$ cat src/cfr_pkg.sv
// Package for the command frame receiver: frame layout, status codes,
// duty laws and the byte-wide CRC-32 update. No dependencies.
package cfr_pkg;

	// Transfer and frame layout
	localparam int XFER_BYTES_DEF = 64;
	localparam int FRAME_LEN      = 15;
	localparam int CRC_LEN        = 11;
	localparam int FRAME_IDX_W    = 4;

	localparam logic [15:0] CMD_MAGIC   = 16'hBEEF;
	localparam logic [7:0]  CMD_VERSION = 8'd1;

	// Duty laws, permille
	localparam logic [9:0]  DUTY_MAX    = 10'd1000;
	localparam logic [9:0]  PI_DUTY     = 10'd300;
	localparam logic [9:0]  IDAPBC_DUTY = 10'd400;
	localparam logic [9:0]  DUTY_RESET  = 10'd200;

	localparam logic [31:0] CRC_POLY = 32'hEDB88320;
	localparam logic [31:0] CRC_INIT = 32'hFFFFFFFF;

	typedef enum logic [2:0] {
		ST_OK          = 3'd0,
		ST_BAD_MAGIC   = 3'd1,
		ST_BAD_VERSION = 3'd2,
		ST_BAD_CRC     = 3'd3,
		ST_BAD_MODE    = 3'd4,
		ST_SHORT       = 3'd5
	} status_t;

	typedef enum logic [1:0] {
		MODE_DUTY   = 2'd0,
		MODE_PI     = 2'd1,
		MODE_IDAPBC = 2'd2,
		MODE_NONE   = 2'd3
	} mode_t;

	// Reflected CRC-32, one byte per call
	function automatic logic [31:0] crc_byte(input logic [31:0] crc, input logic [7:0] b);
		logic [31:0] c;
		c = crc ^ {24'd0, b};
		for (int k = 0; k < 8; k++) begin
			c = (c >> 1) ^ (CRC_POLY & {32{c[0]}});
		end
		return c;
	endfunction

	// Mode 0 law: clamp a received 16-bit duty to the full-scale value
	function automatic logic [9:0] clamp_duty(input logic [15:0] d);
		if (d > {6'd0, DUTY_MAX}) begin
			return DUTY_MAX;
		end
		return d[9:0];
	endfunction

endpackage

$ cat src/command_frame_receiver.sv
// Command frame receiver: byte stream in, one status word per transfer out.
// Depends on cfr_pkg.
//
// Usage:
//   Input channel (in_valid/in_ready) carries one received byte per word,
//   rx_byte plus last_byte marking the final byte of the SPI transfer. A
//   transfer also ends on its XFER_BYTES-th byte. The first 15 bytes form the
//   command frame; later bytes are ignored apart from counting.
//   Output channel (out_valid/out_ready) carries one word per ended transfer:
//   status, mode_switched, active_mode and the applied duties.
//   Throughput: one byte per cycle, save for the stall below. Each byte goes
//   through an input register and then a single stage holding the byte-wide
//   CRC update, frame capture and checks, which writes the result register.
//   Result: the word is written to the result register when that stage takes
//   the last byte of a transfer from the input register.
//   Stall: while a result word waits on out_ready, bytes that do not end a
//   transfer keep flowing; a transfer-ending byte waits in the input
//   register, and in_ready drops once that register is held.
//   Reset: position and CRC restart, stored mode is duty mode, stored duties
//   are 200 each, and both channels are empty.
module command_frame_receiver #(
	parameter int XFER_BYTES = cfr_pkg::XFER_BYTES_DEF
) (
	input  logic       clk,
	input  logic       arst_n,
	input  logic       in_valid,
	output logic       in_ready,
	input  logic [7:0] rx_byte,
	input  logic       last_byte,
	output logic       out_valid,
	input  logic       out_ready,
	output logic [2:0] status,
	output logic       mode_switched,
	output logic [1:0] active_mode,
	output logic [9:0] duty_u,
	output logic [9:0] duty_v,
	output logic [9:0] duty_w
);
	import cfr_pkg::*;

	localparam int POS_W = $clog2(XFER_BYTES + 1);

	// Input register
	logic       s1_valid;
	logic [7:0] byte_s1;
	logic       last_s1;

	// Transfer state
	logic [POS_W-1:0] pos_q;
	logic [31:0]      crc_q;
	logic [7:0]       frame_q [FRAME_LEN];
	mode_t            mode_q;
	logic [9:0]       duty_q [3];

	// Result register
	logic       out_valid_q;
	status_t    status_q;
	logic       changed_q;
	mode_t      active_q;
	logic [9:0] duty_out_q [3];

	logic [POS_W-1:0] pos_inc;
	logic             in_frame;
	logic             in_crc;
	logic             s1_end;
	logic             out_free;
	logic             s1_fire;
	logic [31:0]      crc_nxt;
	logic [7:0]       frame_nxt [FRAME_LEN];
	logic [31:0]      rx_crc;
	status_t          status_nxt;
	logic             accept;
	mode_t            mode_nxt;
	logic [9:0]       duty_nxt [3];
	logic [9:0]       duty_app [3];

	// Position and end of transfer
	assign pos_inc  = pos_q + POS_W'(1);
	assign in_frame = pos_q < POS_W'(FRAME_LEN);
	assign in_crc   = pos_q < POS_W'(CRC_LEN);
	assign s1_end   = last_s1 || (pos_inc == POS_W'(XFER_BYTES));

	// Handshake: a transfer-ending word needs a free result slot
	assign out_free = !out_valid_q || out_ready;
	assign s1_fire  = s1_valid && (!s1_end || out_free);
	assign in_ready = !s1_valid || s1_fire;

	// Running CRC and frame with the current byte folded in
	assign crc_nxt = in_crc ? crc_byte(crc_q, byte_s1) : crc_q;

	always_comb begin
		for (int i = 0; i < FRAME_LEN; i++) begin
			frame_nxt[i] = frame_q[i];
		end
		if (in_frame) begin
			frame_nxt[pos_q[FRAME_IDX_W-1:0]] = byte_s1;
		end
	end

	assign rx_crc = {frame_nxt[14], frame_nxt[13], frame_nxt[12], frame_nxt[11]};

	// Frame checks, first failure wins
	always_comb begin
		if (pos_inc < POS_W'(FRAME_LEN)) begin
			status_nxt = ST_SHORT;
		end else if ({frame_nxt[1], frame_nxt[0]} != CMD_MAGIC) begin
			status_nxt = ST_BAD_MAGIC;
		end else if (frame_nxt[2] != CMD_VERSION) begin
			status_nxt = ST_BAD_VERSION;
		end else if (~crc_nxt != rx_crc) begin
			status_nxt = ST_BAD_CRC;
		end else if (frame_nxt[3] > 8'(MODE_IDAPBC)) begin
			status_nxt = ST_BAD_MODE;
		end else begin
			status_nxt = ST_OK;
		end
	end

	assign accept = (status_nxt == ST_OK);

	// Stored command after this transfer
	always_comb begin
		mode_nxt = mode_q;
		for (int i = 0; i < 3; i++) begin
			duty_nxt[i] = duty_q[i];
		end
		if (accept) begin
			mode_nxt = mode_t'(frame_nxt[3][1:0]);
			for (int i = 0; i < 3; i++) begin
				duty_nxt[i] = clamp_duty({frame_nxt[6 + 2*i], frame_nxt[5 + 2*i]});
			end
		end
	end

	// Applied duties for the stored mode
	always_comb begin
		for (int i = 0; i < 3; i++) begin
			case (mode_nxt)
				MODE_DUTY:   duty_app[i] = duty_nxt[i];
				MODE_PI:     duty_app[i] = PI_DUTY;
				MODE_IDAPBC: duty_app[i] = IDAPBC_DUTY;
				default:     duty_app[i] = '0;
			endcase
		end
	end

	// Control registers
	always_ff @(posedge clk or negedge arst_n) begin
		if (!arst_n) begin
			s1_valid    <= 1'b0;
			pos_q       <= '0;
			crc_q       <= CRC_INIT;
			mode_q      <= MODE_DUTY;
			out_valid_q <= 1'b0;
			for (int i = 0; i < 3; i++) begin
				duty_q[i] <= DUTY_RESET;
			end
		end else begin
			if (in_ready) begin
				s1_valid <= in_valid;
			end
			if (s1_fire) begin
				if (s1_end) begin
					pos_q  <= '0;
					crc_q  <= CRC_INIT;
					mode_q <= mode_nxt;
					for (int i = 0; i < 3; i++) begin
						duty_q[i] <= duty_nxt[i];
					end
				end else begin
					pos_q <= pos_inc;
					crc_q <= crc_nxt;
				end
			end
			if (s1_fire && s1_end) begin
				out_valid_q <= 1'b1;
			end else if (out_ready) begin
				out_valid_q <= 1'b0;
			end
		end
	end

	// Payload registers
	always_ff @(posedge clk) begin
		if (in_ready && in_valid) begin
			byte_s1 <= rx_byte;
			last_s1 <= last_byte;
		end
		if (s1_fire && in_frame) begin
			frame_q[pos_q[FRAME_IDX_W-1:0]] <= byte_s1;
		end
		if (s1_fire && s1_end) begin
			status_q  <= status_nxt;
			changed_q <= accept && (mode_nxt != mode_q);
			active_q  <= mode_nxt;
			for (int i = 0; i < 3; i++) begin
				duty_out_q[i] <= duty_app[i];
			end
		end
	end

	assign out_valid     = out_valid_q;
	assign status        = status_q;
	assign mode_switched = changed_q;
	assign active_mode   = active_q;
	assign duty_u        = duty_out_q[0];
	assign duty_v        = duty_out_q[1];
	assign duty_w        = duty_out_q[2];

endmodule
$ cat config.mk
export PLATFORM = sky130hd
export DESIGN_NAME = command_frame_receiver
export DESIGN_NICKNAME = d
export VERILOG_FILES = /design/src/cfr_pkg.sv /design/src/command_frame_receiver.sv
export SDC_FILE = /design/constraint.sdc
export NUM_CORES = 1
export LEC_CHECK = 0
export BUFFER_PORTS_ARGS = -buffer_cell sky130_fd_sc_hd__buf_2
export CAP_MARGIN = 20
export CELL_PAD_IN_SITES_DETAIL_PLACEMENT = 1
export CELL_PAD_IN_SITES_GLOBAL_PLACEMENT = 2
export CORE_ASPECT_RATIO = 1.4
export CORE_MARGIN = 2
export CORE_UTILIZATION = 39
export DETAILED_ROUTE_END_ITERATION = 12
export GPL_TIMING_DRIVEN = 0
export PLACE_DENSITY = 0.79
export REMOVE_ABC_BUFFERS = 1
export SYNTH_ARGS = -nofsm -noshare
export SYNTH_HDL_FRONTEND = slang
export SYNTH_SLANG_ARGS = --single-unit
$ cat constraint.sdc
create_clock -name clk -period 5 [get_ports clk]
set_input_delay 0.5 -clock clk [delete_from_list [all_inputs] [get_ports clk]]
set_output_delay 0.5 -clock clk [all_outputs]
set_load 0.01 [all_outputs]
==> run_results.csv, run 1 <==
group,metric,value,unit
layout,postLayoutCellArea,14900,µm²
run,maxCapViolCount,0,
critical_path,startpoint,"pos_q[1]",
sta,maxSlewViolCount,0,
floorplanning,ios,51,
placed_design,pre_cts_ws,-2.11,ns
synthesis,synth_xor_area_share,12.0,%
routing,drc_errors,0,
clock_network,clockRootBuffer,"clkbuf_16",
sta,finalCritPeriodShare,98.5,%
synthesis,seq_area_frac_synth,52.6,%
critical_path,crit_chain,"inv_1, ha_4, or4b_4, nor3_4, buf_12, mux2_2, a222oi_1, a41oi_2, nor2_2, nand3_4, nor3_4, buf_4, buf_4, mux2_2, ha_2, nor2_1, o311ai_0, o311ai_2",
routing,wl_per_cell,24.6,µm
critical_path,cp-end-kind,"flip-flop",
worst_hold_path,hp-class,"input pin to flip-flop",
layout,insertedDiodeCount,0,
synthesis,synth-simple-area-share,12.7,%
synthesis,synth-main-ff-cell,"edfxtp_1",
synthesis,ys_warn_count,0,
synthesis,syn_inst,1053,
sta,fmax,203,MHz
sta,finalHoldViolCount,0,
routing,drtIter0Drc,439,
synthesis,synth_top_area_share,37.6,%
global_routing,antenna_found_initial,0,
clock_network,cts_max_path_buffers,3,
layout,area_delta_synth_final,19.0,%
synthesis,synthArstFlopShare,31.7,%
placed_design,placed_area,13500,µm²
global_routing,grt_pass1_wl,58000,µm
floorplanning,die_y,216,µm
synthesis,synthAdderAreaFrac,0.599,%
power,power_leakage,5.53,nW
routing,drtPass1Iterations,5,
placed_design,gp_congestion,0.864,
critical_path,slowest_delay,0.53,ns
routing,num_vias,8857,
synthesis,synthTopCellsByCount,"edfxtp_1 (157), a21oi_1 (87), nand2_1 (82), nor2_1 (79), xnor2_1 (66)",
clock_network,clk-insertion-delay-late,0.55,ns
routing,final_antenna_net_count,0,
synthesis,syn-cell-area,12500,µm²
layout,finalNetCount,1150,
sta,setup_ws,0.0744,ns
critical_path,cp-start-kind,"flip-flop",
floorplanning,dieArea,33600,µm²
synthesis,synth-seq-cells,230,
global_routing,gr-total-overflow,0,
routing,finalWirelength,38000,µm
sta,clock_skew,0.0163,ns
placed_design,port_buffers,50,
clock_network,path_clk_slew,0.07,ns
power,p_per_area,520,nW/µm²
layout,drive_above_1_share,25.2,%
layout,fillers,3285,
synthesis,synth_top_family_by_area,"simple AND/OR/NAND/NOR gates",
routing,route.met3.wl,1380,µm
global_routing,grt_max_degree,40,
synthesis,yosysMostFrequentCell,"edfxtp_1",
global_routing,grtUsageTotal,22.7,%
critical_path,critPathRequiredTime,5.37,ns
critical_path,reg2reg_from,"pos_q[1]",
critical_path,cp.arrival,5.29,ns
critical_path,crit_family,"simple AND/OR/NAND/NOR gates",
clock_network,cts_sinks,230,
critical_path,cp_max_fo,9,
sta,worst_slew_pin_slew,1.14,ns
sta,period_minus_slack,4.93,ns
sta,setup_viol,0,
critical_path,cpMaxStageDelayCell,"or4b_4",
floorplanning,initial_core_util,39.7,%
floorplanning,dieWidth,156,µm
placed_design,hpwl,26700,µm
global_routing,grt_pass1_vias,9421,
critical_path,path_class,"flip-flop to flip-flop",
clock_network,cts_tree,"built",
routing,wirelength_met1,14500,µm
synthesis,synth_area_leader_cell,"edfxtp_1",
synthesis,synth_edf_count,157,
routing,dr_wl_met2,20200,µm
routing,dr.max_layer_used,"met4",
status,status,"finished, final reports clean",
critical_path,cp.buffers_inverters,4,
synthesis,synth_compound_area_share,10.8,%
layout,seqCellArea,6600,µm²
routing,vias_per_cell,5.73,
synthesis,synth_mux_area_share,8.77,%
worst_hold_path,hp-start,"rx_byte[2]",
synthesis,synth_cell_types,81,
synthesis,avgSynthCellArea,11.9,µm²
layout,multi_input_area,5900,µm²
clock_network,cts_max_level,1,
sta,slew_headroom,23.3,%
synthesis,synth_area_leaders,"edfxtp_1 (38%), dfstp_2 (8.6%), dfrtp_1 (6.4%)",
floorplanning,rows,77,
power,ir_drop,391,µV
floorplanning,core,31600,µm²
clock_network,cts_made_buffers,25,
==> worst paths after layout <==
check / end / slack (ns) / depth (start not counted)
max: duty_out_q[0][8] / 0.07 / 18
min reg2reg: crc_q[9] / 0.51 / 2
min: byte_s1[2] / 0.13 / 1
max reg2reg: duty_out_q[0][8] / 0.07 / 18
max in group asynchronous: crc_q[1] / 3.78 / 3
min in group asynchronous: duty_q[2] / 0.50 / 2
==> registers in the layout, indices dropped and copies added, names as in the netlist <==
| signal | cells |
|---|---|
| byte_s1 | 8 |
| status | 3 |
| duty_out_q | 30 |
| last_s1 | 1 |
| mode_q | 2 |
| out_valid | 1 |
| frame_q | 112 |
| crc_q | 32 |
| pos_q | 7 |
| duty_q | 30 |
| mode_switched | 1 |
| active_mode | 2 |
| s1_valid | 1 |
==> metrics by stage <==
step           hold WS (ns)  utilization (%)  setup TNS, ns  power, mW  cells
2_1_floorplan         0.204                -         -70.19       4.84    995
3_3_place_gp          0.490             41.2        -281.74       5.57   1440
3_5_place_dp          0.497             42.7         -63.48       5.64   1463
4_1_cts               0.104             46.9              0       7.78   1538
5_1_grt               0.109             47.2        -0.0156       8.14   1545
6_report              0.129             47.2              0       7.76   1545
==> worst register-to-register path, delay by kind of cell (launching register included) <==
kind,cells,cell delay [ns]
flops,1,0.46
buf+inv,4,0.56
mux,2,0.72
compound gates,4,1.10
fa+ha+maj,2,0.42
simple gates,6,1.50
==> what timing repair did <==
| item | 4_1_cts | 5_1_grt |
|---|---|---|
| cloned | 2 | 0 |
| endpoints found under the hold margin | 29 | 0 |
| pin swaps | 14 | 7 |
| setup endpoints to repair | 64 | 23 |
| buffers inserted | 26 | 6 |
| resized for setup | 39 | 13 |
| hold buffers | 1 | 0 |
==> routing by layer <==
metal	up-vias	track usage [%]
met4	0	11.2
met2	199	41.7
met3	80	2.92
met5	-	0
li1	4059	-
met1	4519	25.6
==> kinds of logic after synthesis <==
family          after synthesis
buf+inv                      75
xor+xnor                    129
compound gates              208
mux                          95
fa+ha+maj                     6
flops                       230
simple gates                310
==> placed cells by master (no fill, tap or decap), drive strengths merged, types with 4 or more instances in the layout <==
master,count
bufinv,5
and3,10
nand3,29
nor4,15
nor2b,6
o21ai,24
nor2,81
clkinv,6
o22a,12
nor4b,5
and2,11
dfstp,41
or3,4
nor3,19
o311ai,7
xnor2,78
edfxtp,157
a31oi,8
xnor3,14
xor2,35
o31ai,18
dfrtp,32
nand2,82
nand2b,9
o22ai,4
nand4,28
inv,19
buf,105
clkbuf,33
mux2i,57
a21o,6
mux2,38
ha,6
a21oi,87
==> where the power goes <==
group / total [mW] / switching (mW) / leakage (nW) / internal, mW
logic: 3.30 / 1.81 / 2.82 / 1.48
registers: 2.47 / 0.194 / 2.28 / 2.28
clock network: 1.99 / 0.781 / 0.429 / 1.21
total: 7.76 / 2.79 / 5.53 / 4.98
==> layout make-up <==
type                    instances  area share, %
multi-input cells             750           39.5
repair buffers                107           6.61
inverters                      17          0.478
clock inverters                14           1.38
well taps                     395           3.31
clock buffers                  32           4.50
flip-flops and latches        230           44.2
Note: power is estimated with default switching activity, not from simulation.
==> run 2: changes to the inputs <==
- ABC_AREA: default -> 1
- CORE_UTILIZATION: 39 -> 34
- SETUP_SLACK_MARGIN: default -> 0.15
- TNS_END_PERCENT: default -> 20
==> run 2 against run 1 <==
  * Hold slack improved by 0.0080 ns
  * Via count is 27% higher
  * Sequential share of layout area grew 1.2 points
  * Critical endpoint is now duty_out_q[0][23]
==> run_results.csv, run 2 <==
group,metric,value,unit
status,status,"finished, final reports clean",
global_routing,gr-total-overflow,0,
run,maxCapViolCount,0,
worst_hold_path,hp-start,"rx_byte[3]",
floorplanning,initial_core_util,34.5,%
floorplanning,core,36700,µm²
sta,period_minus_slack,4.56,ns
floorplanning,die_y,232,µm
clock_network,cts_made_buffers,24,
synthesis,synthTopCellsByCount,"nand2_1 (598), edfxtp_1 (157), nand3_1 (152), inv_1 (124), nor2_1 (115)",
worst_hold_path,hp-class,"input pin to flip-flop",
sta,maxSlewViolCount,0,
global_routing,grt_pass1_wl,69400,µm
sta,worst_slew_pin_slew,1.01,ns
placed_design,pre_cts_ws,-1.69,ns
clock_network,cts_max_path_buffers,3,
floorplanning,rows,83,
critical_path,reg2reg_from,"pos_q[0]",
synthesis,synth_mux_area_share,0,%
synthesis,synthArstFlopShare,31.7,%
clock_network,clockRootBuffer,"clkbuf_16",
synthesis,synth_top_area_share,37.3,%
synthesis,avgSynthCellArea,8.08,µm²
synthesis,synth_area_leaders,"edfxtp_1 (37%), nand2_1 (18%), dfstp_2 (8.5%)",
sta,clock_skew,0.0230,ns
global_routing,grt_pass1_vias,11400,
layout,final_cell_mix,"nand2_1 (595), edfxtp_1 (157), nand3_1 (152)",
layout,fin_util,39.6,%
layout,postLayoutCellArea,14500,µm²
sta,finalCritPeriodShare,91.1,%
synthesis,synth_compound_area_share,7.50,%
sta,setup_ws,0.445,ns
sta,slew_headroom,32.1,%
layout,finalNetCount,1656,
layout,largest_register_ffs,112,
synthesis,synth_top_family_by_area,"simple AND/OR/NAND/NOR gates",
routing,wirelength_met1,17600,µm
synthesis,synth_area_leader_cell,"edfxtp_1",
power,p_per_area,467,nW/µm²
critical_path,reg2reg_slack,0.44,ns
routing,drtPass1Iterations,5,
synthesis,yosysMostFrequentCell,"nand2_1",
routing,route.met3.wl,1320,µm
routing,drc_errors,0,
placed_design,port_buffers,50,
clock_network,cts_max_level,1,
critical_path,cp.arrival,4.95,ns
critical_path,critPathRequiredTime,5.39,ns
critical_path,slowest_delay,0.46,ns
synthesis,synth-simple-area-share,32.7,%
synthesis,seq_area_frac_synth,52.1,%
sta,setup_tns,0,ns
routing,finalWirelength,46200,µm
clock_network,path_clk_slew,0.07,ns
synthesis,synth-main-ff-cell,"edfxtp_1",
critical_path,r2r-end,"duty_out_q[0][23]",
critical_path,startpoint,"pos_q[0]",
synthesis,synthAdderAreaFrac,0.593,%
floorplanning,dieWidth,167,µm
layout,insertedDiodeCount,0,
placed_design,gp_congestion,0.850,
global_routing,grt_max_degree,55,
critical_path,ff2ff_path_depth,23,
clock_network,cts_sinks,230,
routing,dr_wl_met2,24800,µm
critical_path,crit_chain,"inv_1, ha_1, nand3_1, inv_1, nand2_2, o21ai_1, inv_1, nand3_1, nand2_1, nor2_1, nand2_1, nor2_2, nand2_1, nor2_2, nand4_2, nor2_4, nand2_2, nand2_4, ha_4, clkinv_4, nor2_1, nand2_1, nand2_1",
global_routing,antenna_found_initial,0,
clock_network,clk-insertion-delay-late,0.54,ns
power,power_leakage,6.62,nW
sta,fmax,220,MHz
sta,rsz0062_at_grt,"no",
routing,vias_per_cell,5.29,
synthesis,syn_inst,1566,
synthesis,ys_warn_count,0,
placed_design,placed_area,13300,µm²
routing,final_antenna_net_count,0,
synthesis,synth_edf_count,157,
synthesis,syn-cell-area,12700,µm²
sta,setup_viol,0,
critical_path,cp-end-kind,"flip-flop",
global_routing,grtUsageTotal,23.7,%
critical_path,path_class,"flip-flop to flip-flop",
routing,drtIter0Drc,670,
power,ir_drop,253,µV
floorplanning,dieArea,38800,µm²
layout,drive_above_1_share,15.8,%
critical_path,cp_max_fo,18,
routing,num_vias,11200,
critical_path,critPathMostFrequentCell,"nand2_1",
synthesis,synth-seq-cells,230,
placed_design,hpwl,30400,µm
sta,finalHoldViolCount,0,
layout,mostFrequentLayoutCell,"nand2_1",
floorplanning,ios,51,
routing,dr.max_layer_used,"met4",
synthesis,synth_xor_area_share,0.623,%
clock_network,cts_tree,"built",
layout,fillers,4379,
critical_path,cpMaxStageDelayCell,"dfrtp_1",
layout,area_delta_synth_final,14.8,%
critical_path,cp-start-kind,"flip-flop",
synthesis,synth_cell_types,51,
worst_hold_path,hold_end,"byte_s1[3]",
routing,wl_per_cell,21.8,µm
worst_hold_path,worstHoldPathCells,1,
-- run 2: through the flow --
| step | std cells | total power [mW] | hold WS [ns] |
|---|---|---|---|
| 2_1_floorplan | 1517 | 4.10 | 0.204 |
| 3_3_place_gp | 2034 | 4.80 | 0.453 |
| 3_5_place_dp | 2040 | 4.88 | 0.458 |
| 4_1_cts | 2116 | 6.80 | 0.120 |
| 5_1_grt | 2122 | 7.20 | 0.123 |
| 6_report | 2122 | 6.77 | 0.137 |
-- run 2: logic make-up after synthesis --
kind of cell | after synthesis
simple gates | 962
buf+inv | 195
fa+ha+maj | 6
xor+xnor | 9
flops | 230
compound gates | 164
-- run 2: layer usage --
layer,up-vias,GRT usage [%]
met5,-,0
met4,0,11.9
met3,99,2.30
met2,222,45.6
met1,5580,25.7
li1,5317,-
-- run 2: timing repair --
item | 4_1_cts | 5_1_grt
setup endpoints to repair | 65 | 30
hold endpoints to repair | 16 | 0
hold buffers | 1 | 0
gates cloned | 3 | 0
pin swaps | 4 | 3
buffers inserted | 28 | 6
resized for setup | 15 | 5
-- run 2: how the worst max path moves through the flow --
stage                              endpoint  cells after the start
after CTS                  duty_out_q[0][5]                     25
final                     duty_out_q[0][23]                     23
after floorplan           duty_out_q[0][13]                     18
after global placement    duty_out_q[0][23]                     22
after detailed placement   duty_out_q[0][1]                     22
after global routing      duty_out_q[0][23]                     26
-- run 2: final cells by class --
| type | instances | area, µm² | share of cell area [%] |
|---|---|---|---|
| sequential | 230 | 6590 | 45.4 |
| multi-input combinational | 1144 | 5340 | 36.8 |
| clock buffer | 31 | 668 | 4.60 |
| timing repair buffer | 91 | 654 | 4.51 |
| tap | 467 | 584 | 4.02 |
| inverter | 146 | 559 | 3.85 |
| clock inverter | 13 | 123 | 0.844 |
-- run 2: power breakdown --
group          internal (mW)  switching (mW)  leakage (nW)  total [mW]
Sequential              2.35           0.157          2.28        2.51
Clock                   1.05           0.800         0.387        1.85
Combinational          0.702            1.72          3.96        2.42
Total                   4.10            2.67          6.62        6.77
-- run 2: critical path, delay by kind of cell (launching register included) --
| kind | cells | cell delay [ns] |
|---|---|---|
| fa+ha+maj | 2 | 0.50 |
| buf+inv | 4 | 0.52 |
| flops | 1 | 0.46 |
| compound gates | 1 | 0.37 |
| simple gates | 16 | 2.54 |
==> run 3: changes to the inputs <==
==> constraint.sdc (replaced) <==
create_clock -name clk -period 5 [get_ports clk]
set_input_delay 0.25 -clock clk [delete_from_list [all_inputs] [get_ports clk]]
set_output_delay 0.25 -clock clk [all_outputs]
set_load 0.01 [all_outputs]
==> run 3 against run 2 <==
  * Setup slack got worse by 0.0072 ns
  * Clock-buffer cell count did not move
  * Global-route usage is 0.23 points higher
  * Fmax fell by 0.16%
  * Die area is the same
  * Critical endpoint unchanged
  * Largest cell class unchanged
  * Largest power group unchanged
==> run_results.csv, run 3 (same netlist as run 2, synthesis figures left out) <==
group,metric,value,unit
status,status,"finished, final reports clean",
floorplanning,initial_core_util,34.5,%
placed_design,placed_area,13300,µm²
clock_network,path_clk_slew,0.07,ns
power,internal_power,4.11,mW
sta,clock_skew,0.0182,ns
sta,hold_ws,0.198,ns
placed_design,port_buffers,50,
sta,finalHoldViolCount,0,
layout,largest_register_ffs,112,
clock_network,cts_max_path_buffers,3,
critical_path,cp.arrival,4.96,ns
sta,setup_viol,0,
critical_path,critPathMostFrequentCell,"nand2_1",
critical_path,crit_chain,"inv_2, nand2_1, nand2_1, nand2_1, nand2_1, nand2_1, nand2_1, nand2_1, nand3_1, nand2_1, nand2_1, nand2_1, nor2_1, nand2_1, nor2_2, nand4_2, nor2_4, o21ai_4, inv_2, ha_4, clkinv_4, nor2_1, nand2_1, nand2_1",
power,p_seq_share,37.0,%
floorplanning,ios,51,
routing,final_antenna_net_count,0,
sta,worst_slew_pin_slew,1.00,ns
routing,dr_wl_met2,25000,µm
sta,setup_tns,0,ns
layout,finalNetCount,1669,
layout,mostFrequentLayoutCell,"nand2_1",
power,power_leakage,6.68,nW
layout,area_delta_synth_final,15.7,%
critical_path,reg2reg_slack,0.44,ns
power,ir_drop,255,µV
routing,num_vias,11300,
clock_network,cts_made_buffers,24,
layout,postLayoutCellArea,14600,µm²
power,p_per_area,463,nW/µm²
floorplanning,dieWidth,167,µm
critical_path,critPathRequiredTime,5.39,ns
layout,fillers,4381,
sta,finalCritPeriodShare,91.3,%
placed_design,gp_congestion,0.850,
critical_path,startpoint,"byte_s1[5]",
routing,drc_errors,0,
power,switchingPower,2.67,mW
critical_path,cp_max_fo,18,
floorplanning,core,36700,µm²
global_routing,grt_pass1_vias,11500,
global_routing,gr-total-overflow,0,
layout,drive_above_1_share,15.8,%
critical_path,slowest_delay,0.53,ns
layout,fin_util,39.9,%
critical_path,ff2ff_path_depth,24,
global_routing,grt_max_degree,55,
clock_network,cts_max_level,1,
critical_path,reg2reg_from,"byte_s1[5]",
sta,rsz0062_at_grt,"no",
layout,final_cell_mix,"nand2_1 (595), edfxtp_1 (157), nand3_1 (152)",
global_routing,grt_pass1_wl,70000,µm
global_routing,antenna_found_initial,0,
critical_path,path_class,"flip-flop to flip-flop",
run,maxCapViolCount,0,
clock_network,cts_tree,"built",
sta,maxSlewViolCount,0,
routing,vias_per_cell,5.27,
sta,period_minus_slack,4.56,ns
clock_network,clk-insertion-delay-late,0.54,ns
layout,insertedDiodeCount,0,
routing,drtPass1Iterations,7,
floorplanning,die_y,232,µm
critical_path,cpMaxStageDelayCell,"edfxtp_1",
floorplanning,rows,83,
power,swShare,39.4,%
routing,route.met3.wl,1490,µm
sta,slew_headroom,32.7,%
critical_path,r2r-end,"duty_out_q[0][23]",
floorplanning,dieArea,38800,µm²
critical_path,cp-end-kind,"flip-flop",
critical_path,cp-start-kind,"flip-flop",
routing,wl_per_cell,21.8,µm
clock_network,clockRootBuffer,"clkbuf_16",
routing,dr.max_layer_used,"met4",
routing,wirelength_met1,17500,µm
clock_network,cts_sinks,230,
global_routing,grtUsageTotal,23.9,%
worst_hold_path,hp-class,"input pin to asynchronous set/reset pin",
routing,drtIter0Drc,677,
power,p_comb_share,35.7,%
placed_design,hpwl,30400,µm
routing,finalWirelength,46600,µm
power,p_clk_share,27.3,%
sta,fmax,219,MHz
[run 3: changes by cell type in the layout (fill, tap and decap cells not counted), sizes merged]
cell and change:
buf +2, dlygate4sd3 +11
[run 3: worst max-delay path: cells and delay by family, from the launching register on]
kind,cells,cell delay [ns]
adders and majority gates,1,0.24
AOI/OAI and AO/OA,1,0.17
DFF,1,0.53
and+or+nand+nor,19,2.84
buffers and inverters,3,0.62
[run 3: routing by layer]
layer	global-route usage (%)	vias up
met4	13.0	0
met2	45.8	246
li1	-	5346
met1	25.7	5551
met5	0	-
met3	2.40	110
[run 3: how the worst max path moves through the flow]
stage	endpoint	slack, ns	depth (start not counted)
6_report	duty_out_q[0][23]	0.44	24
5_1_grt	duty_out_q[0][23]	0.13	26
4_1_cts	duty_out_q[0][5]	0.17	25
3_5_place_dp	duty_out_q[0][1]	-1.69	22
3_3_place_gp	duty_out_q[0][23]	-2.12	22
2_1_floorplan	duty_out_q[0][13]	0.69	18
[run 3: repair_timing]
action / in CTS / in global routing
gates cloned: 3 / 0
resized for setup: 15 / 4
hold endpoints to repair: 35 / 0
pin swaps: 4 / 3
hold buffers: 12 / 0
endpoints found under the setup margin: 65 / 30
buffers inserted: 28 / 8
[run 3: final cells by class]
cell class | count | area [µm²] | share of cell area [%]
multi-input cells | 1144 | 5330 | 36.4
clock buffers | 31 | 668 | 4.56
clock inverters | 13 | 123 | 0.837
well taps | 467 | 584 | 3.99
flip-flops and latches | 230 | 6590 | 45.0
inverters | 146 | 559 | 3.82
repair buffers | 104 | 779 | 5.32
[run 3: power by group through the flow]
stage,clock (mW),combinational [mW],sequential [mW]
5_1_grt,1.95,2.72,2.53
2_1_floorplan,0,1.59,2.51
3_3_place_gp,0,2.24,2.56
3_5_place_dp,0,2.31,2.57
4_1_cts,1.88,2.42,2.50
6_report,1.85,2.42,2.51
[run 3: metrics by stage]
step / setup WS [ns] / instances / power [mW]
2_1_floorplan: 0.692 / 1517 / 4.10
3_3_place_gp: -2.12 / 2034 / 4.80
3_5_place_dp: -1.69 / 2040 / 4.88
4_1_cts: 0.167 / 2127 / 6.80
5_1_grt: 0.134 / 2135 / 7.21
6_report: 0.437 / 2135 / 6.78
